<file path="config.mk">
export PLATFORM = sky130hd
export DESIGN_NAME = button_to_midi_event_mapper_top
export DESIGN_NICKNAME = d
export VERILOG_FILES = /design/src/sv/bmm_pkg.sv /design/src/sv/button_to_midi_event_mapper_top.sv /design/src/sv/bmm_front.sv /design/src/sv/bmm_queue.sv /design/src/sv/bmm_back.sv
export SDC_FILE = /design/constraint.sdc
export NUM_CORES = 1
export LEC_CHECK = 0
export BUFFER_PORTS_ARGS = -buffer_cell sky130_fd_sc_hd__buf_2
export CORE_ASPECT_RATIO = 1.5
export CORE_MARGIN = 3
export CORE_UTILIZATION = 50
export CTS_CLUSTER_SIZE = 10
export DETAILED_ROUTE_END_ITERATION = 8
export HOLD_SLACK_MARGIN = 0.06
export PLACE_DENSITY_LB_ADDON = 0.12
export SETUP_SLACK_MARGIN = 0.4
export SLEW_MARGIN = 30
export SYNTH_ARGS = -nofsm -noshare
export SYNTH_HDL_FRONTEND = slang
export SYNTH_SLANG_ARGS = --single-unit
</file>
<file path="constraint.sdc">
create_clock -name i_clk -period 5.8 [get_ports i_clk]
set_clock_uncertainty 0.05 [all_clocks]
set_input_delay 1.16 -clock i_clk [delete_from_list [all_inputs] [get_ports i_clk]]
set_output_delay 1.16 -clock i_clk [all_outputs]
set_load 0.005 [all_outputs]
</file>
<file path="src/sv/bmm_pkg.sv">
// Shared types and constants for the button to MIDI event mapper.
// No dependencies; every other file of the block imports this package.
package bmm_pkg;

    // Input command codes.
    localparam logic [2:0] CMD_PRESS    = 3'd0;
    localparam logic [2:0] CMD_RELEASE  = 3'd1;
    localparam logic [2:0] CMD_SET_PCOL = 3'd2;
    localparam logic [2:0] CMD_SET_RCOL = 3'd3;
    localparam logic [2:0] CMD_SET_NOTE = 3'd4;
    localparam logic [2:0] CMD_SET_VEL  = 3'd5;
    localparam logic [2:0] CMD_SET_MOM  = 3'd6;
    localparam logic [2:0] CMD_NONE     = 3'd7;

    // Largest accepted value for each kind of set command.
    localparam logic [7:0] COLOUR_MAX = 8'd2;
    localparam logic [7:0] LEVEL_MAX  = 8'd127;
    localparam logic [7:0] FLAG_MAX   = 8'd1;

    // USB MIDI code index numbers and MIDI status kinds.
    localparam logic [3:0] CIN_NOTE_ON  = 4'h9;
    localparam logic [3:0] CIN_NOTE_OFF = 4'h8;
    localparam logic [3:0] CIN_CONTROL  = 4'hB;
    localparam logic [7:0] STATUS_NOTE_ON  = 8'h90;
    localparam logic [7:0] STATUS_NOTE_OFF = 8'h80;
    localparam logic [7:0] STATUS_CONTROL  = 8'hB0;
    localparam logic [6:0] CONTROL_ON_VALUE  = 7'h7F;
    localparam logic [6:0] CONTROL_OFF_VALUE = 7'h00;

    // Colour code that lights the upper LED.
    localparam logic [1:0] COLOUR_ONE = 2'd1;

    // Queue between the front and the back.
    localparam int QUEUE_DEPTH = 2;
    localparam int QUEUE_PTR_W = 1;

    typedef enum logic [1:0] {
        K_SET,
        K_PRESS,
        K_RELEASE
    } t_kind;

    typedef enum logic {
        BK_FIRST,
        BK_SECOND
    } t_back_state;

    // One classified item as it travels from the front to the back.
    typedef struct packed {
        t_kind      kind;
        logic       rejected;
        logic [6:0] note;
        logic [6:0] velocity;
        logic       momentary;
        logic [1:0] colour;
        logic [2:0] led_row;
        logic [2:0] led_column;
    } t_item;

    // One result beat.
    typedef struct packed {
        logic       packet_valid;
        logic [3:0] cable_header;
        logic [7:0] status_byte;
        logic [6:0] data_one;
        logic [6:0] data_two;
        logic       led_valid;
        logic       led_top;
        logic       led_bottom;
        logic [2:0] led_row;
        logic [2:0] led_column;
        logic       rejected;
        logic       last;
    } t_beat;

endpackage

</file>
<file path="src/sv/button_to_midi_event_mapper_top.sv">
// Top level of the button to MIDI event mapper: base channel register, front,
// queue and back. Depends on bmm_pkg, bmm_front, bmm_queue and bmm_back.
//
//  channel   direction  handshake              payload
//  input     in         i_in_valid/o_in_stall   i_cmd, i_button, i_value
//  result    out        o_out_valid/i_out_stall o_packet_valid .. o_last
//  config    in         i_cfg_valid/o_cfg_ready i_cfg_data (base channel)
//
// An input beat passes the front stage register, which also holds the table
// read, before it is pushed into the queue; the back then loads its first
// result beat into the output register. Momentary press and release events
// give two result beats; all other items give one. Reset is synchronous and
// clears the table, the base channel and all handshake state.
// A stalled result holds in the output register while the queue and the
// front keep taking items until the queue fills.
module button_to_midi_event_mapper_top #(
    parameter int BUTTON_COUNT   = 16,
    parameter int MATRIX_COLUMNS = 4
) (
    input  logic       i_clk,
    input  logic       i_rst_n,
    input  logic       i_in_valid,
    output logic       o_in_stall,
    input  logic [2:0] i_cmd,
    input  logic [7:0] i_button,
    input  logic [7:0] i_value,
    output logic       o_out_valid,
    input  logic       i_out_stall,
    output logic       o_packet_valid,
    output logic [3:0] o_cable_header,
    output logic [7:0] o_status_byte,
    output logic [6:0] o_data_one,
    output logic [6:0] o_data_two,
    output logic       o_led_valid,
    output logic       o_led_top,
    output logic       o_led_bottom,
    output logic [2:0] o_led_row,
    output logic [2:0] o_led_column,
    output logic       o_rejected,
    output logic       o_last,
    input  logic       i_cfg_valid,
    output logic       o_cfg_ready,
    input  logic [3:0] i_cfg_data
);
    import bmm_pkg::*;

    logic [3:0] r_base_channel;
    logic       push;
    logic       pop;
    logic       q_full;
    logic       q_empty;
    t_item      push_item;
    t_item      head_item;
    t_beat      beat;

    assign o_cfg_ready = 1'b1;

    always_ff @(posedge i_clk) begin
        if (!i_rst_n) begin
            r_base_channel <= 4'd0;
        end else if (i_cfg_valid && o_cfg_ready) begin
            r_base_channel <= i_cfg_data;
        end
    end

    bmm_front #(
        .BUTTON_COUNT  (BUTTON_COUNT),
        .MATRIX_COLUMNS(MATRIX_COLUMNS)
    ) u_front (
        .i_clk     (i_clk),
        .i_rst_n   (i_rst_n),
        .i_in_valid(i_in_valid),
        .o_in_stall(o_in_stall),
        .i_cmd     (i_cmd),
        .i_button  (i_button),
        .i_value   (i_value),
        .i_q_full  (q_full),
        .o_push    (push),
        .o_item    (push_item)
    );

    bmm_queue u_queue (
        .i_clk  (i_clk),
        .i_rst_n(i_rst_n),
        .i_push (push),
        .i_item (push_item),
        .i_pop  (pop),
        .o_head (head_item),
        .o_empty(q_empty),
        .o_full (q_full)
    );

    bmm_back u_back (
        .i_clk         (i_clk),
        .i_rst_n       (i_rst_n),
        .i_head        (head_item),
        .i_empty       (q_empty),
        .o_pop         (pop),
        .i_base_channel(r_base_channel),
        .o_out_valid   (o_out_valid),
        .i_out_stall   (i_out_stall),
        .o_beat        (beat)
    );

    assign o_packet_valid = beat.packet_valid;
    assign o_cable_header = beat.cable_header;
    assign o_status_byte  = beat.status_byte;
    assign o_data_one     = beat.data_one;
    assign o_data_two     = beat.data_two;
    assign o_led_valid    = beat.led_valid;
    assign o_led_top      = beat.led_top;
    assign o_led_bottom   = beat.led_bottom;
    assign o_led_row      = beat.led_row;
    assign o_led_column   = beat.led_column;
    assign o_rejected     = beat.rejected;
    assign o_last         = beat.last;

endmodule

</file>
<file path="src/sv/bmm_front.sv">
// Front end: accepts input beats, checks set commands, owns the button table
// memories and hands classified items to the queue. Depends on bmm_pkg.
module bmm_front #(
    parameter int BUTTON_COUNT   = 16,
    parameter int MATRIX_COLUMNS = 4
) (
    input  logic          i_clk,
    input  logic          i_rst_n,
    input  logic          i_in_valid,
    output logic          o_in_stall,
    input  logic [2:0]    i_cmd,
    input  logic [7:0]    i_button,
    input  logic [7:0]    i_value,
    input  logic          i_q_full,
    output logic          o_push,
    output bmm_pkg::t_item o_item
);
    import bmm_pkg::*;

    localparam int BTN_W   = (BUTTON_COUNT > 1) ? $clog2(BUTTON_COUNT) : 1;
    localparam int DIV_SH  = 12;
    localparam int RECIP_W = DIV_SH + 1;
    localparam int PROD_W  = BTN_W + RECIP_W;
    localparam int MUL_W   = BTN_W + 4;
    localparam logic [RECIP_W-1:0] RECIP = RECIP_W'((1 << DIV_SH) / MATRIX_COLUMNS + 1);
    localparam logic [8:0] BTN_LIMIT = 9'(BUTTON_COUNT);

    // Table storage, one memory per field so that a set can write its own field alone.
    logic [6:0] mem_note [BUTTON_COUNT];
    logic [6:0] mem_vel  [BUTTON_COUNT];
    logic       mem_mom  [BUTTON_COUNT];
    logic [1:0] mem_pcol [BUTTON_COUNT];
    logic [1:0] mem_rcol [BUTTON_COUNT];

    logic [BUTTON_COUNT-1:0] r_vld;

    logic [6:0] r_rd_note, r_rd_vel;
    logic       r_rd_mom;
    logic [1:0] r_rd_pcol, r_rd_rcol;
    logic       r_rd_ok;

    logic             r_s1_valid;
    t_kind            r_s1_kind;
    logic             r_s1_rejected;
    logic [BTN_W-1:0] r_s1_btn;
    logic [BTN_W-1:0] r_s1_row;

    logic             accept;
    logic             btn_ok;
    logic             range_ok;
    logic             is_event;
    logic             is_set;
    logic             set_ok;
    logic             fresh;
    t_kind            in_kind;
    logic [BTN_W-1:0] addr;
    logic [PROD_W-1:0] row_prod;
    logic [MUL_W-1:0] row_cols;
    logic [MUL_W-1:0] col_full;

    assign o_in_stall = r_s1_valid && i_q_full;
    assign accept     = i_in_valid && !o_in_stall;
    assign o_push     = r_s1_valid && !i_q_full;
    assign btn_ok     = {1'b0, i_button} < BTN_LIMIT;
    assign addr       = i_button[BTN_W-1:0];
    assign fresh      = !r_vld[addr];

    always_comb begin
        is_event = 1'b0;
        is_set   = 1'b0;
        range_ok = 1'b0;
        in_kind  = K_SET;
        unique case (i_cmd) inside
            CMD_PRESS: begin
                is_event = btn_ok;
                in_kind  = K_PRESS;
            end
            CMD_RELEASE: begin
                is_event = btn_ok;
                in_kind  = K_RELEASE;
            end
            CMD_SET_PCOL, CMD_SET_RCOL: begin
                is_set   = 1'b1;
                range_ok = i_value <= COLOUR_MAX;
            end
            CMD_SET_NOTE, CMD_SET_VEL: begin
                is_set   = 1'b1;
                range_ok = i_value <= LEVEL_MAX;
            end
            CMD_SET_MOM: begin
                is_set   = 1'b1;
                range_ok = i_value <= FLAG_MAX;
            end
            default: begin
                is_set = 1'b0;
            end
        endcase
    end

    assign set_ok = is_set && range_ok && btn_ok;

    // Row is index times a scaled reciprocal of the column count; exact for
    // indexes below 64.
    assign row_prod = PROD_W'(addr) * PROD_W'(RECIP);

    // The first write to an entry clears the fields it does not set.
    always_ff @(posedge i_clk) begin
        if (accept && set_ok) begin
            if (i_cmd == CMD_SET_NOTE) mem_note[addr] <= i_value[6:0];
            else if (fresh)            mem_note[addr] <= 7'd0;
            if (i_cmd == CMD_SET_VEL)  mem_vel[addr]  <= i_value[6:0];
            else if (fresh)            mem_vel[addr]  <= 7'd0;
            if (i_cmd == CMD_SET_MOM)  mem_mom[addr]  <= i_value[0];
            else if (fresh)            mem_mom[addr]  <= 1'b0;
            if (i_cmd == CMD_SET_PCOL) mem_pcol[addr] <= i_value[1:0];
            else if (fresh)            mem_pcol[addr] <= 2'd0;
            if (i_cmd == CMD_SET_RCOL) mem_rcol[addr] <= i_value[1:0];
            else if (fresh)            mem_rcol[addr] <= 2'd0;
        end
        if (accept && is_event) begin
            r_rd_note <= mem_note[addr];
            r_rd_vel  <= mem_vel[addr];
            r_rd_mom  <= mem_mom[addr];
            r_rd_pcol <= mem_pcol[addr];
            r_rd_rcol <= mem_rcol[addr];
            r_rd_ok   <= r_vld[addr];
        end
    end

    // An entry never written reads as zero.
    always_ff @(posedge i_clk) begin
        if (!i_rst_n) begin
            r_vld <= '0;
        end else if (accept && set_ok) begin
            r_vld[addr] <= 1'b1;
        end
    end

    always_ff @(posedge i_clk) begin
        if (!i_rst_n) begin
            r_s1_valid <= 1'b0;
        end else if (accept) begin
            r_s1_valid <= is_event || is_set;
        end else if (o_push) begin
            r_s1_valid <= 1'b0;
        end
    end

    always_ff @(posedge i_clk) begin
        if (accept) begin
            r_s1_kind     <= in_kind;
            r_s1_rejected <= is_set && !set_ok;
            r_s1_btn      <= addr;
            r_s1_row      <= row_prod[DIV_SH +: BTN_W];
        end
    end

    assign row_cols = MUL_W'(r_s1_row) * MUL_W'(MATRIX_COLUMNS);
    assign col_full = MUL_W'(r_s1_btn) - row_cols;

    always_comb begin
        o_item = '0;
        o_item.kind = r_s1_kind;
        if (r_s1_kind == K_SET) begin
            o_item.rejected = r_s1_rejected;
        end else begin
            o_item.note       = r_rd_ok ? r_rd_note : 7'd0;
            o_item.velocity   = r_rd_ok ? r_rd_vel : 7'd0;
            o_item.momentary  = r_rd_ok && r_rd_mom;
            o_item.led_row    = 3'(r_s1_row);
            o_item.led_column = col_full[2:0];
            if (r_s1_kind == K_PRESS) begin
                o_item.colour = r_rd_ok ? r_rd_pcol : 2'd0;
            end else begin
                o_item.colour = r_rd_ok ? r_rd_rcol : 2'd0;
            end
        end
    end

    a_unused_cmd_drops: assert property (@(posedge i_clk) disable iff (!i_rst_n)
        accept && i_cmd == CMD_NONE |=> !r_s1_valid)
        else $error("unused command produced an item");

    a_bad_button_drops: assert property (@(posedge i_clk) disable iff (!i_rst_n)
        accept && (i_cmd == CMD_PRESS || i_cmd == CMD_RELEASE) && !btn_ok |=> !r_s1_valid)
        else $error("event on unknown button produced an item");

    a_hold_when_full: assert property (@(posedge i_clk) disable iff (!i_rst_n)
        r_s1_valid && i_q_full |=> r_s1_valid && $stable(r_s1_kind) && $stable(r_s1_btn))
        else $error("front stage lost an item while the queue was full");

endmodule

</file>
<file path="src/sv/bmm_queue.sv">
// Short queue of classified items between the front and the back.
// Depends on bmm_pkg for the item type and depth.
module bmm_queue (
    input  logic           i_clk,
    input  logic           i_rst_n,
    input  logic           i_push,
    input  bmm_pkg::t_item i_item,
    input  logic           i_pop,
    output bmm_pkg::t_item o_head,
    output logic           o_empty,
    output logic           o_full
);
    import bmm_pkg::*;

    t_item                  r_mem [QUEUE_DEPTH];
    logic [QUEUE_PTR_W-1:0] r_wr_ptr;
    logic [QUEUE_PTR_W-1:0] r_rd_ptr;
    logic [QUEUE_PTR_W:0]   r_count;

    assign o_empty = r_count == '0;
    assign o_full  = r_count == (QUEUE_PTR_W + 1)'(QUEUE_DEPTH);
    assign o_head  = r_mem[r_rd_ptr];

    always_ff @(posedge i_clk) begin
        if (i_push) begin
            r_mem[r_wr_ptr] <= i_item;
        end
    end

    always_ff @(posedge i_clk) begin
        if (!i_rst_n) begin
            r_wr_ptr <= '0;
            r_rd_ptr <= '0;
            r_count  <= '0;
        end else begin
            if (i_push) r_wr_ptr <= r_wr_ptr + 1'b1;
            if (i_pop)  r_rd_ptr <= r_rd_ptr + 1'b1;
            if (i_push && !i_pop) begin
                r_count <= r_count + 1'b1;
            end else if (i_pop && !i_push) begin
                r_count <= r_count - 1'b1;
            end
        end
    end

    a_no_overflow: assert property (@(posedge i_clk) disable iff (!i_rst_n)
        i_push |-> !o_full)
        else $error("push into a full queue");

    a_no_underflow: assert property (@(posedge i_clk) disable iff (!i_rst_n)
        i_pop |-> !o_empty)
        else $error("pop from an empty queue");

    a_count_bound: assert property (@(posedge i_clk) disable iff (!i_rst_n)
        r_count <= (QUEUE_PTR_W + 1)'(QUEUE_DEPTH))
        else $error("queue count beyond depth");

endmodule

</file>
<file path="src/sv/bmm_back.sv">
// Back end: turns queued items into one or two result beats and holds the
// output register. Depends on bmm_pkg.
module bmm_back (
    input  logic           i_clk,
    input  logic           i_rst_n,
    input  bmm_pkg::t_item i_head,
    input  logic           i_empty,
    output logic           o_pop,
    input  logic [3:0]     i_base_channel,
    output logic           o_out_valid,
    input  logic           i_out_stall,
    output bmm_pkg::t_beat o_beat
);
    import bmm_pkg::*;

    t_back_state r_state, n_state;
    t_item       r_cur;
    t_item       src;
    t_beat       r_out, n_out;
    logic        r_out_valid;
    logic        load;
    logic        out_load;
    logic [3:0]  ctrl_ch;
    logic [7:0]  status_on;
    logic [7:0]  status_off;
    logic [7:0]  status_cc;

    assign load       = !r_out_valid || !i_out_stall;
    assign ctrl_ch    = i_base_channel + 4'd1;
    assign status_on  = STATUS_NOTE_ON | {4'h0, i_base_channel};
    assign status_off = STATUS_NOTE_OFF | {4'h0, i_base_channel};
    assign status_cc  = STATUS_CONTROL | {4'h0, ctrl_ch};

    always_comb begin
        n_state = r_state;
        unique case (r_state)
            BK_FIRST: begin
                if (load && !i_empty && i_head.kind != K_SET && i_head.momentary) begin
                    n_state = BK_SECOND;
                end
            end
            BK_SECOND: begin
                if (load) n_state = BK_FIRST;
            end
            default: n_state = BK_FIRST;
        endcase
    end

    always_comb begin
        o_pop    = 1'b0;
        out_load = 1'b0;
        src      = r_cur;
        unique case (r_state)
            BK_FIRST: begin
                o_pop    = load && !i_empty;
                out_load = o_pop;
                src      = i_head;
            end
            BK_SECOND: begin
                out_load = load;
            end
            default: begin
                out_load = 1'b0;
            end
        endcase
    end

    // Beat contents; the LED pair rides only on the first beat of an event.
    always_comb begin
        n_out = '0;
        unique case (src.kind)
            K_SET: begin
                n_out.rejected = src.rejected;
                n_out.last     = 1'b1;
            end
            K_PRESS: begin
                n_out.packet_valid = 1'b1;
                n_out.data_one     = src.note;
                if (r_state == BK_FIRST && src.momentary) begin
                    n_out.cable_header = CIN_CONTROL;
                    n_out.status_byte  = status_cc;
                    n_out.data_two     = CONTROL_ON_VALUE;
                end else begin
                    n_out.cable_header = CIN_NOTE_ON;
                    n_out.status_byte  = status_on;
                    n_out.data_two     = src.velocity;
                    n_out.last         = 1'b1;
                end
            end
            K_RELEASE: begin
                n_out.packet_valid = 1'b1;
                n_out.data_one     = src.note;
                if (r_state == BK_FIRST) begin
                    n_out.cable_header = CIN_NOTE_OFF;
                    n_out.status_byte  = status_off;
                    n_out.data_two     = src.velocity;
                    n_out.last         = !src.momentary;
                end else begin
                    n_out.cable_header = CIN_CONTROL;
                    n_out.status_byte  = status_cc;
                    n_out.data_two     = CONTROL_OFF_VALUE;
                    n_out.last         = 1'b1;
                end
            end
            default: begin
                n_out.last = 1'b0;
            end
        endcase
        if (r_state == BK_FIRST && src.kind != K_SET) begin
            n_out.led_valid  = 1'b1;
            n_out.led_top    = src.colour == COLOUR_ONE;
            n_out.led_bottom = src.colour[1];
            n_out.led_row    = src.led_row;
            n_out.led_column = src.led_column;
        end
    end

    always_ff @(posedge i_clk) begin
        if (!i_rst_n) begin
            r_state     <= BK_FIRST;
            r_out_valid <= 1'b0;
        end else begin
            r_state <= n_state;
            if (load) r_out_valid <= out_load;
        end
    end

    always_ff @(posedge i_clk) begin
        if (out_load) r_out <= n_out;
        if (o_pop)    r_cur <= i_head;
    end

    assign o_out_valid = r_out_valid;
    assign o_beat      = r_out;

    a_second_after_first: assert property (@(posedge i_clk) disable iff (!i_rst_n)
        r_state == BK_SECOND |-> r_out_valid)
        else $error("second beat pending without a first beat shown");

    a_open_event: assert property (@(posedge i_clk) disable iff (!i_rst_n)
        r_out_valid && !r_out.last |-> r_state == BK_SECOND)
        else $error("non-final beat with no second beat pending");

    a_second_needs_momentary: assert property (@(posedge i_clk) disable iff (!i_rst_n)
        r_state == BK_SECOND |-> r_cur.momentary && r_cur.kind != K_SET)
        else $error("second beat for an item that has only one");

    a_reject_is_bare: assert property (@(posedge i_clk) disable iff (!i_rst_n)
        r_out_valid && r_out.rejected |-> !r_out.packet_valid && !r_out.led_valid)
        else $error("rejection beat carries a packet or LED update");

endmodule

</file>
==> flow_results.org, run 1 <==
** Global route
- Routing layer with the top usage in global route :: met2
- Global routing used 24.4% of the available met1 tracks.
- Global-route total usage across every layer :: 19.6%
- Global routing finished with a remaining overflow of 0.
- Wire length of the first global-routing pass :: 57.9 mm
- The number of global-route vias before repair was approximately 9500.
- Largest net degree at the start of global routing :: 65
- In the global route stage, met2 resource usage came out at between 30 and 40%.
- The initial antenna violation count is 1.
- Met3 Track Usage GR :: 2.67%

** Floorplan
- The initial utilization of the core area, before any placement, comes to 51.1%.
- Die X-Extent :: 163 um
- Standard-cell rows :: 85
- In this run the count of I/O pins placed on the die edge is 69.
- Measured along the y axis, the die boundary spans 242 um.
- The region available for standard cell placement spans around 0.036 mm2.
- The floorplan step defined a die boundary enclosing 0.0394 mm2.

** Drt
- 1st-pass router iterations :: 5
- In the final routed layout, each cell accounts on average for roughly 24 um.
- In this run, the number of DRC markers left after iteration 0 of detailed routing was 724.
- Vias after detailed routing :: 9228
- Wires add up to 37.7 mm.
- Post-detailed-route via-to-cell ratio :: slightly below 6
- Antenna violation net count after detailed routing :: 0
- After detailed routing, the number of remaining DRC violations is 0.

** Placed design
- After detailed placement, the design holds a cell count of 1518.
- Half-perimeter wire length after placement :: 24.5 mm
- Input and output buffers added on the ports amount to 63.
- Routability-driven placement finished with a final weighted congestion of just under 0.8.
- Instance area after placement :: 0.0194 mm2

** Timing
- Shortest period the worst path allows :: roughly 3600 ps
- Number of setup violations in the final report :: 0
- For this run, the top clock speed supported by timing is about 0.28 GHz.
- Period Utilization, post-route :: 61.4%
- Setup repair after global routing missed its margin :: no
- Summed negative setup slack over all endpoints :: 0 ps
- Worst slack on hold paths :: 412 ps
- Final Hold Fails :: 0
- The worst pin sits at a relative slew slack of 38.1%.
- The final count of pins violating max slew came to 0.
- Transition time at the pin with the least slew margin :: around 920 ps

** Synthesis
- The share of synthesized area in the top cell type comes to roughly 69%.
- The synthesized netlist occupies a cell area of 0.0185 mm2.
- Post-synth EDFFs :: ~430
- Summing the areas of all and, or, nand and nor instances in the mapped netlist gives 8.09% of the synthesized area.
- Number of storage elements in the synthesis netlist :: 454
- Dividing the synthesized area by the synthesized cell count gives 18.3 um2.
- Synth Area in Compound Gates :: approximately 3.1%
- Yosys warning total :: 0
- After synthesis, the largest family of logic cells by area is multiplexers.
- In this run, distinct cell masters in the synthesized netlist total 50.
- Main synth FF type :: edfxtp_1
- The largest total area in the synthesized netlist belongs to edfxtp_1.
- The share of the Yosys chip area taken by registers is 72.1%.
- Synthesized instance count :: 1009
- Share of synthesized cell area in full adder, half adder and majority cells :: less than 1%
- Multiplexer cells account for 13.8% of the synthesized area.
- Ys async rst share :: 0%
- Yosys attributes the largest share of cell area to edfxtp_1 69%, mux4_2 12%, dfxtp_1 3.0%.
- Fraction of synthesized cell area in xor and xnor cells :: 0.189%

** Critical path
- Worst setup startpoint :: i_cmd[1]
- The most numerous cell type found on the critical path is buf_4.
- In this run the critical register-to-register path is captured at u_front.mem_vel[14][0]$_DFFE_PP_.
- By startpoint and endpoint, the worst setup path is classified as in2reg.
- Reg2Reg Launch Point :: u_queue.r_count[0]$_SDFFE_PN0P_
- The worst setup path is captured at a flop.
- Among all stages on the critical path, the largest delay is contributed by or3_2.
- Worst path max stage delay :: 710 ps
- Critical path endpoint :: u_front.mem_vel[14][0]$_DFFE_PP_
- STA classifies the critical path startpoint as an input port.
- In this run the number of cells on the critical path is 8.
- Largest fanout of any net on the critical path :: 64
- In this run the register-to-register setup slack is between 2000 and 3000 ps.
- Series of cell instances along the critical path :: buf_2, nor4b_2, a41oi_2, buf_4, or3_2, buf_4, nor3_1, buf_4
- The number of cells on the worst reg-to-reg path is 7.
- Buffers & Inverters on Critical Path :: 4
- At the worst endpoint, the required time is 6000 ps.
- Data arrives at the worst endpoint at 3760 ps.
- Broken down by cell family, the worst path's largest delay share belongs to simple AND/OR/NAND/NOR gates.

** Cells and area
- The count of cells in the finished layout, fillers not included, comes to 1591.
- The area growth from synthesis to layout is 12.8%.
- 0 antenna diodes ended up in the layout.
- Net count of the finished layout :: 1127
- Ratio of cells with drive above 1 in the final layout :: 31.0%
- Count of fill cells added during filler insertion :: 2801
- With fillers left out, the area of the finished cells amounts to 0.0209 mm2.
- The library cell used most frequently in the layout, excluding fill and tap cells, is edfxtp_1.
- In the layout the commonest cells are 426 x edfxtp_1, 99 x mux4_2, 63 x nor3_1.

** Worst hold path
- Counting instances, the worst hold path has a depth of 1.
- The min-delay analysis places its worst path in the category reg2reg.

** Clocking
- Clock transition at the registers of the reported paths :: 60 ps
- The H-tree was split into 2 levels.
- Count of clock tree sinks :: around 450
- Hold-fix buffers at CTS :: 0
- For the worst-skew pair, the clock arrives at the later sink with an insertion delay of about 560 ps.
- Clock root buffer master :: clkbuf_16
- Once the clock tree was built, the resizer swapped 0 gates to a different size.
- TritonCTS built the clock tree.
- The number of setup buffers added after CTS is 0.
- Number of clock buffers inserted by TritonCTS :: 51
- The longest clock path from root to sink contains 3 buffers.

** Power and ir drop
- Maximum vdd ir drop :: about 0.26 mV
- P per Cell Area :: about 360 mW/mm2
- Total Power :: 0.00749 W
- Leakage dissipation :: 6.71 nW

** Flow run
- Max-capacitance violation count :: 0

** Run status
- Outcome :: completed
==> cell families (layout without fill, tap and decap cells) <==
group | Yosys count | after routing
xor+xnor | 4 | 4
fa+ha+maj | 6 | 6
buf+inv | 84 | 185
mux | 129 | 129
simple gates | 253 | 253
compound gates | 77 | 77
other cells | 2 | 5
flops | 454 | 454
==> power by group <==
| part | switching, W | internal, W |
|---|---|---|
| Clock | 0.00116 | 0.00161 |
| Sequential | 0.0000703 | 0.00387 |
| Combinational | 0.000455 | 0.000335 |
| Total | 0.00168 | 0.00581 |
==> layout make-up <==
class | count | area, um2 | share of cell area, %
clock buffer | 71 | 1360 | 6.52
clock inverter | 2 | 32.5 | 0.156
inverter | 12 | 45.0 | 0.216
multi-input combinational | 474 | 4890 | 23.4
sequential | 454 | 13400 | 64.0
tap | 478 | 598 | 2.86
timing repair buffer | 100 | 598 | 2.86
==> through the flow <==
stage	worst slack [ps]	util (%)
2_1_floorplan	2010	-
3_5_place_dp	1360	53.5
4_1_cts	1940	57.4
3_3_place_gp	1470	53.4
6_report	2240	57.6
5_1_grt	2080	57.6
==> state kept, by name, indices dropped and copies added (netlist names), 7 cells and up, named ones only <==
| register | flops |
|---|---|
| u_front.mem_pcol | 32 |
| u_front.r_rd_note | 7 |
| u_front.r_vld | 16 |
| u_front.mem_vel | 112 |
| u_front.r_rd_vel | 7 |
| u_back.o_beat | 30 |
| u_back.r_cur | 17 |
| u_queue.r_mem | 48 |
| u_front.mem_note | 112 |
| u_front.mem_rcol | 32 |
| u_front.mem_mom | 16 |
==> worst register-to-register path: cells and delay by family (launching register included) <==
kind	cells	cell delay [ps]
simple gates	4	1310
buf+inv	3	930
flops	1	470
==> cells in the mapped netlist, types with 2 or more instances <==
| master | n |
|---|---|
| edfxtp_1 | 426 |
| mux4_2 | 99 |
| nor3_1 | 65 |
| and2_1 | 31 |
| nand2_1 | 31 |
| nor3_2 | 30 |
| clkbuf_1 | 28 |
| dfxtp_1 | 28 |
| nor2b_1 | 25 |
| buf_2 | 24 |
| o21a_1 | 24 |
| mux2_2 | 23 |
| nor4_1 | 21 |
| nor2_1 | 20 |
| buf_4 | 17 |
| a21boi_1 | 14 |
| inv_1 | 11 |
| nand2b_1 | 10 |
| a21oi_1 | 9 |
| nand3_1 | 8 |
| mux2i_1 | 7 |
| ha_1 | 6 |
| a21oi_2 | 4 |
| nor3b_1 | 4 |
| o21ai_0 | 4 |
| buf_1 | 3 |
| o21ai_1 | 3 |
| xnor2_1 | 3 |
| a21boi_0 | 2 |
| a22oi_1 | 2 |
| a22oi_4 | 2 |
| a311oi_1 | 2 |
| and3b_1 | 2 |
| conb_1 | 2 |
| nand3b_1 | 2 |
| o31ai_1 | 2 |
| or3_1 | 2 |
==> routing by layer <==
metal,routed length [um],vias to the layer above
met3,1550,80
met4,1110,2
met1,14300,4733
li1,-,4181
met2,20700,232
met5,13,-
==> worst min-delay path by stage <==
stage                                         startpoint                        endpoint  slack (ps)
after floorplan           u_front.r_vld[10]$_SDFFE_PN0N_  u_front.r_vld[10]$_SDFFE_PN0N_         390
after global placement     u_front.r_vld[4]$_SDFFE_PN0N_   u_front.r_vld[4]$_SDFFE_PN0N_         390
after detailed placement  u_front.r_vld[14]$_SDFFE_PN0N_  u_front.r_vld[14]$_SDFFE_PN0N_         400
after CTS                 u_front.r_vld[14]$_SDFFE_PN0N_  u_front.r_vld[14]$_SDFFE_PN0N_         410
after global routing       u_front.r_vld[0]$_SDFFE_PN0N_   u_front.r_vld[0]$_SDFFE_PN0N_         430
final                      u_front.r_vld[2]$_SDFFE_PN0N_   u_front.r_vld[2]$_SDFFE_PN0N_         410
Note: power is estimated with default switching activity, not from simulation.
==> run 2: changes to the inputs <==
--- a/config.mk
+++ b/config.mk
@@ -5,6 +5,7 @@
 export SDC_FILE = /design/constraint.sdc
 export NUM_CORES = 1
 export LEC_CHECK = 0
+export ABC_AREA = 1
 export BUFFER_PORTS_ARGS = -buffer_cell sky130_fd_sc_hd__buf_2
 export CORE_ASPECT_RATIO = 1.5
 export CORE_MARGIN = 3
==> constraint.sdc (replaced) <==
create_clock -name i_clk -period 3.05 [get_ports i_clk]
set_clock_uncertainty 0.05 [all_clocks]
set_input_delay 0.61 -clock i_clk [delete_from_list [all_inputs] [get_ports i_clk]]
set_output_delay 0.61 -clock i_clk [all_outputs]
set_load 0.005 [all_outputs]
==> flow_results.org, run 2 <==
** Drt
- The antenna violation net count after detailed routing was 0 (unchanged).
- Vias after detailed routing :: 11300 (was 9228)
- Total detailed-routing wirelength :: 44.6 mm (was 37.7 mm)
- Routed wire length per instance :: 22.1 um (was 23.7 um)
- The starting DRC count in detailed routing is 989 (was 724).
- The detailed-routing iteration count for the pre-antenna-repair pass is 5 (unchanged).
- Post-detailed-route via-to-cell ratio :: 5.58 (was 5.80)
- The number of remaining DRC errors is 0 (unchanged).

** Cells and area
- Number of diodes :: 0 (unchanged)
- The post-synthesis to final-layout area growth was 14.5% (was 12.8%).
- Most common cell after layout, fill and taps aside :: edfxtp_1 (unchanged)
- Registers with the most flip-flops: u_front.mem_note (112), u_front.mem_vel (112), u_queue.r_mem (48) (unchanged).
- Ratio of cells with drive above 1 in the final layout :: 16.9% (was 31.0%)
- Count of fill cells added during filler insertion :: 2927 (was 2801)
- The area occupied by registers is 0.0134 mm2 (about the same).
- Commonest cells after routing, fill and taps aside: 426 x edfxtp_1, 289 x nand2_1, 179 x nor2_1 (was 426 x edfxtp_1, 99 x mux4_2, 63 x nor3_1).
- The final net count came to 1567 (was 1127).
- The multi-input logic area was 0.00425 mm2 (was 0.00489 mm2).

** Synthesis
- The total of warnings raised by yosys is 0 (unchanged).
- Seq/Total Area, Yosys :: 73.2% (was 72.1%)
- The synthesized area per cell is 13.0 um2 (was 18.3 um2).
- Post-synth EDFFs :: 426 (unchanged)
- The largest area contributor in the netlist is edfxtp_1 (unchanged).
- The distinct cell type count after synthesis is 34 (was 50).
- The cell count after synthesis was 1406 (was 1009).
- The share of the synthesized area in the top cell type was 70.2% (was 69.1%).
- Netlist Area Pre-Place :: 0.0182 mm2 (was 0.0185 mm2)
- Count leader, synth :: edfxtp_1 (unchanged)
- The async set or reset register ratio after synthesis came to 0% (unchanged).
- Top post-synthesis cells by count :: 426 x edfxtp_1, 290 x nand2_1, 187 x nor2_1, 159 x a22oi_1, 73 x inv_1 (was 426 x edfxtp_1, 99 x mux4_2, 65 x nor3_1, 31 x and2_1, 31 x nand2_1)
- Main synth FF type :: edfxtp_1 (unchanged)
- The number of storage elements in the synthesis netlist came to 454 (unchanged).
- Synth top area cells: edfxtp_1 70%, a22oi_1 6.5%, nand2_1 6.0% (was edfxtp_1 69%, mux4_2 12%, dfxtp_1 3.0%).

** Worst hold path
- HP Start :: i_button[2] (was u_front.r_vld[2]$_SDFFE_PN0N_)
- Worst Hold Depth :: 1 (unchanged)
- The hold-critical path endpoint was u_front.r_s1_row[0]$_DFFE_PP_ (was u_front.r_vld[2]$_SDFFE_PN0N_).
- Class of the worst hold path :: in2reg (was reg2reg)

** Timing
- Slew headroom :: 36.1% (was 38.1%)
- Transition time at the pin with the least slew margin :: 955 ps (was 923 ps)
- The final hold slack was 217 ps (was 412 ps).
- Period Utilization, post-route :: 78.3%
- Setup repair after global routing missed its margin :: no (unchanged)
- Max Transition Viols Final :: 0 (unchanged)
- Counting I/O delays and the setup requirement, the final critical path takes 2390 ps.
- Final Hold Fails :: 0 (unchanged)
- Summed negative setup slack over all endpoints :: 0 ps (unchanged)
- The total setup violations reported at the end of the flow came to 0 (unchanged).
- Highest clock rate :: 0.419 GHz

** Critical path
- The kind of end point of the critical path was a flop (unchanged).
- The worst reg-to-reg path cell count was 9 (was 7).
- The endpoint of the worst-slack reg-to-reg timing path was u_front.mem_note[7][6]$_DFFE_PP_ (was u_front.mem_vel[14][0]$_DFFE_PP_).
- The required time at the endpoint of the critical path was 3280 ps (was 6000 ps).
- Reg2Reg Launch Point :: u_queue.r_count[0]$_SDFFE_PN0P_ (unchanged)
- The element type at the critical path start is a flop (was input port).
- The flop-to-flop setup slack was 660 ps (was 2760 ps).
- The maximum fanout along the worst path came to 24 (was 64).
- Crit path arrival time :: 2620 ps (was 3760 ps)
- The critical path class is reg2reg (was in2reg).

** Clocking
- The maximum clock insertion buffer count came to 3 (unchanged).
- The TritonCTS clock tree is yes (unchanged).
- The clock-pin slew on the worst setup and hold paths was 60 ps (about the same).
- The number of clock buffers inserted by TritonCTS came to 51 (unchanged).
- Clock root buffer master :: clkbuf_16 (unchanged)
- The clock net sink count is 454 (unchanged).
- The number of levels in the clock H-tree was 2 (unchanged).
- Hold-fix buffers at CTS :: 0 (unchanged)
- The clock latency at the later pin of the worst-skew pair came to 570 ps (was 560 ps).

** Floorplan
- Die X-Extent :: 162 um (was 163 um)
- Y dimension of the die :: 240 um (was 242 um)
- # IOs :: 69 (unchanged)
- Floorplan Core Area :: 0.0359 mm2 (was 0.0363 mm2)
- Starting utilization of the core area :: 50.7% (was 51.1%)
- Total Die Area :: 0.0388 mm2 (was 0.0394 mm2)
- The number of core rows was 85 (unchanged).

** Global route
- Global-route total usage across every layer :: 23.2% (was 19.6%)
- The maximum number of pins on one net before global-route repair came to 77 (was 65).
- Number of global-route vias before repair :: 11400 (was 9484)
- Aggregate global routing overflow :: 0 (unchanged)
- The initial antenna violation count was 0 (was 1).
- The global-route wire length before repair was 67.4 mm (was 57.9 mm).

** Power and ir drop
- The switching share of total power is 25.0% (was 22.4%).
- Maximum vdd ir drop :: 0.401 mV (was 0.256 mV)
- Combinational Power Share :: 13.5% (was 10.5%)
- Clock Power Share :: 35.8% (was 36.9%)
- Internal cell power :: 0.0112 W (was 0.00581 W)
- Leakage dissipation :: 7.74 nW (was 6.71 nW)
- Proportion of power drawn by flip-flops and latches :: 50.7% (was 52.6%)
- The power per unit of standard cell area came to 712 mW/mm2 (was 359 mW/mm2).
- The net switching power came to 0.00372 W (was 0.00168 W).

** Run status
- Outcome :: completed (unchanged)

** Placed design
- Number of input and output port buffers inserted :: 63 (unchanged)
- The global placer's final weighted congestion is 0.827 (was 0.789).
- The final HPWL from detailed placement is 28.8 mm (was 24.5 mm).

** Flow run
- Max-capacitance violation count :: 0 (unchanged)
-- run 2: cell count changes in the layout (fill, tap and decap cells not counted), moves of 24 or more --
cell / change
and2_1: -30
nand4_1: +25
mux4_2: -99
a21oi_1: +31
nor3_1: -52
nor2_1: +160
a22oi_1: +157
inv_1: +61
nor2b_1: -24
o21a_1: -24
buf_4: +38
nor3_2: -30
nand2_1: +258
-- run 2: worst max path at each step --
stage | start | end | slack [ps] | depth (start not counted)
floorplan | i_out_stall | u_queue.r_count[1]$_SDFFE_PN0P_ | 500 | 9
global placement | i_button[0] | u_front.mem_note[12][3]$_DFFE_PP_ | 160 | 12
detailed placement | i_button[0] | u_front.mem_note[4][2]$_DFFE_PP_ | 130 | 12
CTS | flop | u_back.o_beat[22]$_SDFFCE_PN0P_ | 530 | 11
global route | flop | u_back.o_beat[12]$_SDFFCE_PN0P_ | 440 | 11
finish | u_queue.r_count[0]$_SDFFE_PN0P_ | u_front.mem_note[7][6]$_DFFE_PP_ | 660 | 9
-- run 2: logic make-up after synthesis --
| family | share of synthesized area, % |
|---|---|
| AND/OR/NAND/NOR | 14.0 |
| other | 0.0412 |
| flip-flops | 73.2 |
| AO/OA/AOI/OAI | 8.38 |
| adder cells (fa/ha/maj) | 0.412 |
| XOR/XNOR | 0.0480 |
| buffers and inverters | 3.90 |
-- run 2: power groups by stage --
| stage | sequential [W] | combinational, W | clock, W |
|---|---|---|---|
| 5_1_grt | 0.00758 | 0.00223 | 0.00564 |
| 4_1_cts | 0.00755 | 0.00201 | 0.00541 |
| 3_3_place_gp | 0.00766 | 0.00197 | 0 |
| 2_1_floorplan | 0.00770 | 0.00120 | 0 |
| 6_report | 0.00754 | 0.00200 | 0.00533 |
| 3_5_place_dp | 0.00767 | 0.00200 | 0 |
-- run 2: metrics by stage --
| step | utilization [%] | worst slack (ps) | instances | total power [W] | area (um2) |
|---|---|---|---|---|---|
| 6_report | 58.1 | 661 | 2022 | 0.0149 | 20900 |
| 5_1_grt | 58.1 | 435 | 2022 | 0.0155 | 20900 |
| 4_1_cts | 58.0 | 531 | 2022 | 0.0150 | 20900 |
| 3_5_place_dp | 54.2 | 130 | 1958 | 0.00968 | 19500 |
| 3_3_place_gp | 54.2 | 158 | 1958 | 0.00964 | 19500 |
| 2_1_floorplan | - | 498 | 1409 | 0.00890 | 18300 |
-- run 2: final cells by class --
cell class	instances	share of cell area [%]
clock inverters	3	0.138
well taps	478	2.86
multi-input cells	801	20.3
flip-flops and latches	454	63.9
inverters	79	1.42
repair buffers	146	4.81
clock buffers	61	6.49
-- run 2: timing repair --
action	in CTS	in global routing
endpoints found under the setup margin	0	18
resized for setup	0	5
buffers inserted	0	0
-- run 2: worst max-delay path, cell delays in order, from the launching register on --
cell,delay [ps]
dfxtp_1,320
inv_1,90
nand3_1,160
nand2_1,140
clkinv_1,110
buf_6,290
nand4_1,260
buf_4,230
nor2_1,220
buf_4,220
-- run 2: per-layer routing --
metal / track usage [%] / part of all wire [%] / vias to the layer above
met5: 0 / 0 / -
met4: 8.38 / 3.6 / 0
met3: 3.48 / 5.1 / 98
met2: 42.3 / 53 / 377
met1: 27.8 / 38 / 5545
li1: - / - / 5272
